### src/rtl/cvp_pkg.sv
// Shared types, codes and character helpers for the command verb parser.
// No dependencies; imported by cvp_core and command_verb_parser.
package cvp_pkg;

  // Size limits of a request and of one token
  localparam int unsigned MAX_REQUEST = 64;
  localparam int unsigned MAX_TOKEN   = 8;

  // Item kinds on the input channel
  typedef enum logic [1:0] {
    KIND_BYTE  = 2'd0,
    KIND_TAKE  = 2'd1,
    KIND_BEGIN = 2'd2,
    KIND_DONE  = 2'd3
  } kind_t;

  // Verdict codes
  typedef enum logic [2:0] {
    ST_OK       = 3'd0,
    ST_EMPTY    = 3'd1,
    ST_UNKNOWN  = 3'd2,
    ST_ARGS     = 3'd3,
    ST_BUSY     = 3'd4,
    ST_OVERSIZE = 3'd5
  } status_t;

  // Verb codes
  localparam logic [2:0] V_NONE         = 3'd0;
  localparam logic [2:0] V_STATUS       = 3'd1;
  localparam logic [2:0] V_UPDATE       = 3'd2;
  localparam logic [2:0] V_UPDATE_FORCE = 3'd3;
  localparam logic [2:0] V_SWITCH       = 3'd4;
  localparam logic [2:0] V_GOLDEN       = 3'd5;

  // Result types
  localparam logic RT_VERDICT = 1'b0;
  localparam logic RT_TAKE    = 1'b1;

  // Match flag positions
  localparam int unsigned W_STATUS = 0;
  localparam int unsigned W_UPDATE = 1;
  localparam int unsigned W_SWITCH = 2;
  localparam int unsigned W_GOLDEN = 3;
  localparam int unsigned W_FORCE  = 4;
  localparam int unsigned N_WORDS  = 5;

  // One registered input item
  typedef struct packed {
    kind_t      kind;
    logic [7:0] data_byte;
    logic       last_byte;
  } item_t;

  // Result of one step, before the output register
  typedef struct packed {
    logic       valid;
    logic       result_type;
    status_t    status;
    logic [2:0] verb;
  } res_t;

  // Space, tab, CR and LF
  function automatic logic is_ws(input logic [7:0] c);
    return (c == 8'h20) || (c == 8'h09) || (c == 8'h0D) || (c == 8'h0A);
  endfunction

  // Fold a..z to upper case, leave everything else
  function automatic logic [7:0] fold(input logic [7:0] c);
    if (c >= 8'h61 && c <= 8'h7A) begin
      return c - 8'h20;
    end
    return c;
  endfunction

  // Length of each keyword
  function automatic logic [3:0] word_len(input int unsigned w);
    return (w == W_FORCE) ? 4'd5 : 4'd6;
  endfunction

  // Character of a keyword at a position, zero past its end
  function automatic logic [7:0] word_char(input int unsigned w, input logic [3:0] p);
    logic [47:0] txt;
    txt = 48'h0;
    case (w)
      W_STATUS: txt = "SUTATS";
      W_UPDATE: txt = "ETADPU";
      W_SWITCH: txt = "HCTIWS";
      W_GOLDEN: txt = "NEDLOG";
      default:  txt = {8'h00, "ECROF"};
    endcase
    if (p >= 4'd6) begin
      return 8'h00;
    end
    return txt[8*p[2:0] +: 8];
  endfunction

  // Apply one token character: returns {token_count, match_flags}
  function automatic logic [8:0] match_char(input logic [4:0] fl, input logic [3:0] tc,
                                            input logic [7:0] c);
    logic [7:0] uc;
    logic [4:0] fo;
    logic [3:0] to;
    uc = fold(c);
    fo = fl;
    for (int unsigned i = 0; i < N_WORDS; i++) begin
      if (tc >= word_len(i) || uc != word_char(i, tc)) begin
        fo[i] = 1'b0;
      end
    end
    to = (tc < 4'd15) ? tc + 4'd1 : tc;
    return {to, fo};
  endfunction

  // A verb token is complete and matched
  function automatic logic verb_ok(input logic [4:0] fl, input logic [3:0] tc);
    return (tc <= 4'(MAX_TOKEN)) && (tc == 4'd6) && (|fl[W_GOLDEN:W_STATUS]);
  endfunction

  // The FORCE operand is complete and matched
  function automatic logic force_ok(input logic [4:0] fl, input logic [3:0] tc);
    return (tc <= 4'(MAX_TOKEN)) && (tc == 4'd5) && fl[W_FORCE];
  endfunction

  // Verb code of the lowest matching keyword
  function automatic logic [2:0] verb_code(input logic [4:0] fl);
    if (fl[W_STATUS]) return V_STATUS;
    if (fl[W_UPDATE]) return V_UPDATE;
    if (fl[W_SWITCH]) return V_SWITCH;
    if (fl[W_GOLDEN]) return V_GOLDEN;
    return V_NONE;
  endfunction

endpackage

### src/rtl/command_verb_parser.sv
// Top level of the command verb parser: input register, parser core, result register.
// Depends on cvp_pkg and cvp_core.
//
//  channel | ports              | item contents
//  --------+--------------------+------------------------------------------------
//  in      | in_tvalid/in_tready| tuser = kind, tdata = data_byte, tlast = last_byte
//  out     | out_tvalid/tready  | tuser = result_type, tdata = status, verb
//
// One item is taken per cycle unless the input stalls; a result is presented on out_tvalid
// from the result register once its item has passed the input register and one pass
// through the parser core, and it is held there until out_tready takes it.
// Reset is synchronous and clears the parser, the pending verb and busy state.
// While out_tready is low the result is held; items without a result keep flowing,
// and the input stalls only when an item with a result finds the result register full.
module command_verb_parser
  import cvp_pkg::*;
(
  input  logic       clk,
  input  logic       rst_n,
  input  logic       in_tvalid,
  output logic       in_tready,
  input  logic [7:0] in_tdata,   // [7:0] data_byte
  input  logic [1:0] in_tuser,   // [1:0] kind
  input  logic       in_tlast,   // last_byte
  output logic       out_tvalid,
  input  logic       out_tready,
  output logic [7:0] out_tdata,  // [2:0] status, [5:3] verb, [7:6] zero
  output logic       out_tuser   // result_type
);

  item_t      item_r;
  logic       in_valid_r;
  logic       out_valid_r;
  res_t       out_r;
  res_t       res;
  logic       out_free;
  logic       need_out;
  logic       adv;

  // Advance the registered item when its result, if any, has room
  assign need_out  = (item_r.kind == KIND_TAKE) ||
                     ((item_r.kind == KIND_BYTE) && item_r.last_byte);
  assign out_free  = !out_valid_r || out_tready;
  assign adv       = in_valid_r && (!need_out || out_free);
  assign in_tready = !in_valid_r || adv;

  cvp_core u_core (
    .clk     (clk),
    .rst_n   (rst_n),
    .step_en (adv),
    .item    (item_r),
    .res     (res)
  );

  // Input register
  always_ff @(posedge clk) begin
    if (!rst_n) begin
      in_valid_r <= 1'b0;
    end else if (in_tvalid && in_tready) begin
      in_valid_r <= 1'b1;
    end else if (adv) begin
      in_valid_r <= 1'b0;
    end
  end

  always_ff @(posedge clk) begin
    if (in_tvalid && in_tready) begin
      item_r.kind      <= kind_t'(in_tuser);
      item_r.data_byte <= in_tdata;
      item_r.last_byte <= in_tlast;
    end
  end

  // Result register
  always_ff @(posedge clk) begin
    if (!rst_n) begin
      out_valid_r <= 1'b0;
    end else if (adv && res.valid) begin
      out_valid_r <= 1'b1;
    end else if (out_tready) begin
      out_valid_r <= 1'b0;
    end
  end

  always_ff @(posedge clk) begin
    if (adv && res.valid) begin
      out_r <= res;
    end
  end

  assign out_tvalid = out_valid_r;
  assign out_tdata  = {2'b00, out_r.verb, out_r.status};
  assign out_tuser  = out_r.result_type;

endmodule

### src/rtl/cvp_core.sv
// Parser state and single-step update logic for the command verb parser.
// Depends on cvp_pkg for item and result types, codes and matcher helpers.
module cvp_core
  import cvp_pkg::*;
(
  input  logic  clk,
  input  logic  rst_n,
  input  logic  step_en,
  input  item_t item,
  output res_t  res
);

  typedef enum logic [2:0] {
    PH_LEAD    = 3'd0,
    PH_VERB    = 3'd1,
    PH_AFTER   = 3'd2,
    PH_OPND    = 3'd3,
    PH_TRAIL   = 3'd4,
    PH_ARGS    = 3'd5,
    PH_UNKNOWN = 3'd6,
    PH_DROPPED = 3'd7
  } phase_t;

  phase_t     phase_r,   phase_nxt;
  logic [3:0] tok_cnt_r, tok_cnt_nxt;
  logic [4:0] flags_r,   flags_nxt;
  logic [2:0] pverb_r,   pverb_nxt;
  logic [7:0] byte_cnt_r, byte_cnt_nxt;
  logic       ended_r,   ended_nxt;
  logic [2:0] pend_r,    pend_nxt;
  logic       busy_r,    busy_nxt;

  logic [7:0] c;
  logic       ws;
  status_t    vst;
  logic [2:0] vverb;

  assign c  = item.data_byte;
  assign ws = is_ws(item.data_byte);

  // Work out the state after this item and its result
  always_comb begin
    phase_nxt    = phase_r;
    tok_cnt_nxt  = tok_cnt_r;
    flags_nxt    = flags_r;
    pverb_nxt    = pverb_r;
    byte_cnt_nxt = byte_cnt_r;
    ended_nxt    = ended_r;
    pend_nxt     = pend_r;
    busy_nxt     = busy_r;
    vst          = ST_OK;
    vverb        = V_NONE;
    res          = '0;
    res.status   = ST_OK;
    if (step_en) begin
      case (item.kind)
        KIND_TAKE: begin
          res.valid       = 1'b1;
          res.result_type = RT_TAKE;
          res.verb        = pend_r;
          if (pend_r != V_NONE) begin
            pend_nxt = V_NONE;
            busy_nxt = 1'b1;
          end
        end
        KIND_BEGIN: begin
          busy_nxt = 1'b1;
        end
        KIND_DONE: begin
          busy_nxt = 1'b0;
        end
        default: begin
          // Count the byte (dropping the request past MAX_REQUEST bytes), then parse it unless the text has ended
          if (phase_nxt != PH_DROPPED) begin
            if (byte_cnt_nxt >= 8'(MAX_REQUEST)) begin
              phase_nxt = PH_DROPPED;
            end else begin
              byte_cnt_nxt = byte_cnt_nxt + 8'd1;
              if (!ended_nxt) begin
                if (c == 8'h00) begin
                  ended_nxt = 1'b1;
                end else begin
                  case (phase_nxt)
                    PH_LEAD: begin
                      if (!ws) begin
                        {tok_cnt_nxt, flags_nxt} = match_char(5'h1F, 4'd0, c);
                        phase_nxt = PH_VERB;
                      end
                    end
                    PH_VERB: begin
                      if (!ws) begin
                        {tok_cnt_nxt, flags_nxt} = match_char(flags_nxt, tok_cnt_nxt, c);
                      end else if (verb_ok(flags_nxt, tok_cnt_nxt)) begin
                        pverb_nxt = verb_code(flags_nxt);
                        phase_nxt = PH_AFTER;
                      end else begin
                        phase_nxt = PH_UNKNOWN;
                      end
                    end
                    PH_AFTER: begin
                      if (!ws) begin
                        if (pverb_nxt != V_UPDATE) begin
                          phase_nxt = PH_ARGS;
                        end else begin
                          {tok_cnt_nxt, flags_nxt} = match_char(5'h1F, 4'd0, c);
                          phase_nxt = PH_OPND;
                        end
                      end
                    end
                    PH_OPND: begin
                      if (!ws) begin
                        {tok_cnt_nxt, flags_nxt} = match_char(flags_nxt, tok_cnt_nxt, c);
                      end else if (force_ok(flags_nxt, tok_cnt_nxt)) begin
                        pverb_nxt = V_UPDATE_FORCE;
                        phase_nxt = PH_TRAIL;
                      end else begin
                        phase_nxt = PH_ARGS;
                      end
                    end
                    PH_TRAIL: begin
                      if (!ws) begin
                        phase_nxt = PH_ARGS;
                      end
                    end
                    default: begin
                    end
                  endcase
                end
              end
            end
          end
          // Final byte: give the verdict and clear the parser
          if (item.last_byte) begin
            case (phase_nxt)
              PH_LEAD: vst = ST_EMPTY;
              PH_VERB: begin
                if (verb_ok(flags_nxt, tok_cnt_nxt)) begin
                  vverb = verb_code(flags_nxt);
                end else begin
                  vst = ST_UNKNOWN;
                end
              end
              PH_AFTER, PH_TRAIL: vverb = pverb_nxt;
              PH_OPND: begin
                if (force_ok(flags_nxt, tok_cnt_nxt)) begin
                  vverb = V_UPDATE_FORCE;
                end else begin
                  vst   = ST_ARGS;
                  vverb = pverb_nxt;
                end
              end
              PH_ARGS: begin
                vst   = ST_ARGS;
                vverb = pverb_nxt;
              end
              PH_UNKNOWN: vst = ST_UNKNOWN;
              default:    vst = ST_OVERSIZE;
            endcase
            if (vst == ST_OK) begin
              if (busy_r || pend_r != V_NONE) begin
                vst = ST_BUSY;
              end else begin
                pend_nxt = vverb;
              end
            end
            res.valid       = 1'b1;
            res.result_type = RT_VERDICT;
            res.status      = vst;
            res.verb        = vverb;
            phase_nxt    = PH_LEAD;
            tok_cnt_nxt  = 4'd0;
            flags_nxt    = 5'h1F;
            pverb_nxt    = V_NONE;
            byte_cnt_nxt = 8'd0;
            ended_nxt    = 1'b0;
          end
        end
      endcase
    end
  end

  // Hold parser, pending verb and busy state
  always_ff @(posedge clk) begin
    if (!rst_n) begin
      phase_r    <= PH_LEAD;
      tok_cnt_r  <= 4'd0;
      flags_r    <= 5'h1F;
      pverb_r    <= V_NONE;
      byte_cnt_r <= 8'd0;
      ended_r    <= 1'b0;
      pend_r     <= V_NONE;
      busy_r     <= 1'b0;
    end else begin
      phase_r    <= phase_nxt;
      tok_cnt_r  <= tok_cnt_nxt;
      flags_r    <= flags_nxt;
      pverb_r    <= pverb_nxt;
      byte_cnt_r <= byte_cnt_nxt;
      ended_r    <= ended_nxt;
      pend_r     <= pend_nxt;
      busy_r     <= busy_nxt;
    end
  end

endmodule
### config.mk
export PLATFORM = sky130hd
export DESIGN_NAME = command_verb_parser
export DESIGN_NICKNAME = d
export VERILOG_FILES = /design/src/rtl/cvp_pkg.sv /design/src/rtl/command_verb_parser.sv /design/src/rtl/cvp_core.sv
export SDC_FILE = /design/constraint.sdc
export NUM_CORES = 1
export LEC_CHECK = 0
export BUFFER_PORTS_ARGS = -buffer_cell sky130_fd_sc_hd__buf_2
export CORE_ASPECT_RATIO = 1.75
export CORE_UTILIZATION = 53
export DETAILED_ROUTE_END_ITERATION = 10
export PLACE_DENSITY = 0.82
export SKIP_LAST_GASP = 1
export SYNTH_ARGS = -nofsm -noshare
export SYNTH_HDL_FRONTEND = slang
export SYNTH_HIERARCHICAL = 1
export SYNTH_SLANG_ARGS = --single-unit
export TNS_END_PERCENT = 100
### constraint.sdc
create_clock -name clk -period 10.19 [get_ports clk]
set_clock_uncertainty 0.1 [all_clocks]
set_input_delay 0.5095 -clock clk [delete_from_list [all_inputs] [get_ports clk]]
set_output_delay 0.5095 -clock clk [all_outputs]
set_load 0.05 [all_outputs]
==> results.md <==
* Int Power at ~0.32 mW
* Area Growth Syn to Fin at 6.39%
* Clk_lat worst skew at 0.29 ns
* Routability cong. at between 0.9 and 1
* Setup violations, final at 0
* Share of layout cells above drive strength 1 at 0.112
* WP data required at between 10 and 15 ns
* Multi-input logic area at 2610 um2
* Global-route wire length before repair at about 19,000 um
* Post-cts gate resize count at 0
* Power per Cell Area at around 110 nW/um2
* Final Cycle Share at 0.411
* Die height at 116 um
* Die footprint at 7790 um2
* Largest net degree at the start of global routing at 30
* Routed vias/inst at slightly below 7
* Synth Register Bits at 48
* Initial antenna violation count at 0
* Num Clock Sinks at 48
* Synth warn at 6
* Leakage power at about 1.4 nW
* Router iterations before antenna repair at 5
* Starting density of the core at 0.548
* H-Tree Depth at 2
* Combinational fraction of design power at 0.122
* Worst setup SP type: flop
* Setup TNS at 0 ns
* CP endpoint kind: flop
* Post-cts hold buffer count at 0
* Design Power at about 0.45 mW
* Met2 Resource Use GR at 0.545
* Number of antenna diodes at 0
* GRT met1 Usage at 0.360
* Clock transition at the registers of the reported paths at approximately 0.06 ns
* Vias at a little under 4,000
* Synth Flop Type: dfxtp_1
* Drt drc at 0
* Maximum vdd drop at between 0.1 and 0.15 mV
* Postcts setup bufs at 0
* Final ANT Viol Nets at 0
* Peak Freq at around 0.24 GHz
* Global Route met3 Usage at 0.0315
* Gate Count Post-Synth at ~480
* Hold Path Class: in -> reg
* Wirelength per Cell at just over 20 um
* CTS tree: yes
* Critical path class: reg -> reg
* PortBufs at 23
* RSZ-0062 raised after global routing: false
* Final hold viol count at 0
* Core area at 7180 um2
* Status: completed
* Hpwl dp at around 8700 um
* Asr flop ratio synth at 0
* Cell Area, Synth at just under 4000 um2
* Global route overflow at 0
* Total CTS buffers at 5
* Register area at approximately 1100 um2
* Clock period minus worst slack at approximately 4.2 ns
* CTS Buffer Depth at 2
* Die W at around 67 um
* Final-layout fill cell count at about 660
* Slew @ Worst Pin at 1.21 ns
* Syn Area/Cell at 8.22 um2
* Crit-path max FO at 24
* I/O Pins at 26
* CTS root buf: clkbuf_16
* Routed wire length at about 12,000 um
* Maxcap violations at 0
* Distinct cells, synth at just under 80
* Row count at 41
* Net Sw Power at between 0.1 and 0.15 mW
* Post-synth EDFFs at 18
* Top Usage Layer GRT: met2
* Clock Power Share at 0.380
* Initial DRC count at about 450
* Seq pwr share at 0.498
* Final #Nets at about 500
* Seq/Total Area, Yosys at 0.290
* Overall Global Routing Usage at 0.325
* Critical path arrival at 4.13 ns
* Final Slew Violations at 0
* Switching share of power at 0.276
* Slew HR at 0.187
* Vias in the first global route at ~3,700
==> path summary, 6_finish.rpt <==
check             cells past startpoint               end  slack [ns]             start
setup / recovery                      9      out_tdata[5]        6.01         item_r[2]
hold / removal                        1         item_r[8]        0.29       in_tdata[7]
setup reg to reg                      9      out_tdata[5]        6.01         item_r[2]
hold reg to reg                       2  u_core/pend_r[1]        0.39  u_core/pend_r[1]
==> power groups by stage <==
stage / logic [mW] / clock network (mW) / registers [mW]
CTS: 0.0535 / 0.173 / 0.223
global placement: 0.0524 / 0 / 0.227
finish: 0.0546 / 0.170 / 0.223
detailed placement: 0.0532 / 0 / 0.227
floorplan: 0.0496 / 0 / 0.215
global route: 0.0596 / 0.181 / 0.225
==> per-stage QoR <==
stage	cells	hold WS [ns]	setup WS (ns)	utilization	instance area (um2)
after floorplan	480	0.351	6.78	-	3940
after global placement	559	0.369	6.17	0.562	4040
after detailed placement	559	0.379	6.11	0.562	4040
after CTS	567	0.286	6.07	0.583	4190
after global routing	567	0.280	5.79	0.583	4190
final	567	0.291	6.01	0.583	4190
==> registers in the layout, summed over array words and instances, names as in the netlist, 3 cells and up <==
register           cells
u_core/flags_r         5
u_core/pverb_r         3
u_core/tok_cnt_r       4
u_core/phase_r         3
item_r                11
u_core/byte_cnt_r      8
u_core/pend_r          3
out_tdata              6
==> logic make-up after synthesis <==
logic type,share of synthesized area
DFF,0.290
muxes,0.0264
AOI/OAI and AO/OA,0.262
adders and majority gates,0.0286
other,0.000952
xor gates and xnor gates,0.0200
and+or+nand+nor,0.323
buffers and inverters,0.0486
==> critical path: stages (launching register included) <==
cell       delay (ns)
edfxtp_1         0.88
nor3b_1          0.16
o211ai_1         0.74
nand2_1          0.21
o211ai_1         0.91
nor2_1           0.11
nand4_1          0.19
a2111oi_0        0.12
or2_1            0.26
a32o_1           0.25
==> cells in the final DEF, fill, tap and decap left out, types with 9 or more instances in the layout <==
master,netlist,layout
nand2_1,33,33
a211oi_1,15,15
nor3_1,16,16
ha_1,9,9
o211ai_1,14,14
edfxtp_1,18,18
nand2b_1,17,17
a21oi_1,16,16
inv_1,15,15
nor2_1,37,37
a31oi_1,11,11
nand4_1,14,14
o21ai_0,19,19
nor2b_1,20,20
nand3_1,14,14
dfxtp_1,30,30
buf_2,3,23
==> synth_stat cells, drive strengths merged, types with 4 or more instances <==
cell type,n,share of area
nor2,37,0.035
nand2,33,0.031
dfxtp,30,0.15
o21ai,22,0.028
clkbuf,20,0.019
nor2b,20,0.032
edfxtp,18,0.14
nand2b,17,0.027
nor3,17,0.023
a21oi,16,0.020
a211oi,15,0.029
inv,15,0.014
o211ai,15,0.032
nand3,14,0.018
nand4,14,0.022
a31oi,11,0.017
buf,11,0.015
nor4,11,0.028
ha,9,0.029
a22oi,8,0.015
and2,8,0.013
nor3b,8,0.015
and3,7,0.011
mux2i,7,0.018
o21a,6,0.011
a2111oi,5,0.016
a32o,5,0.013
and4,5,0.011
or2,5,0.0079
or4,5,0.0095
xnor2,5,0.011
a211o,4,0.0089
xor2,4,0.0089
==> cell type report <==
class | instances | share of cell area
Sequential cell | 48 | 0.272
Clock buffer | 6 | 0.0331
Clock inverter | 2 | 0.00328
Timing Repair Buffer | 24 | 0.0293
Tap cell | 86 | 0.0257
Multi-Input combinational cell | 386 | 0.623
Inverter | 15 | 0.0134
==> routing by layer <==
metal / wire length (um) / share of wire
met5: 0 / 0
met4: 914 / 0.079
met3: 484 / 0.042
met2: 5970 / 0.52
met1: 4220 / 0.36
Power figures use the tool's default switching activity.
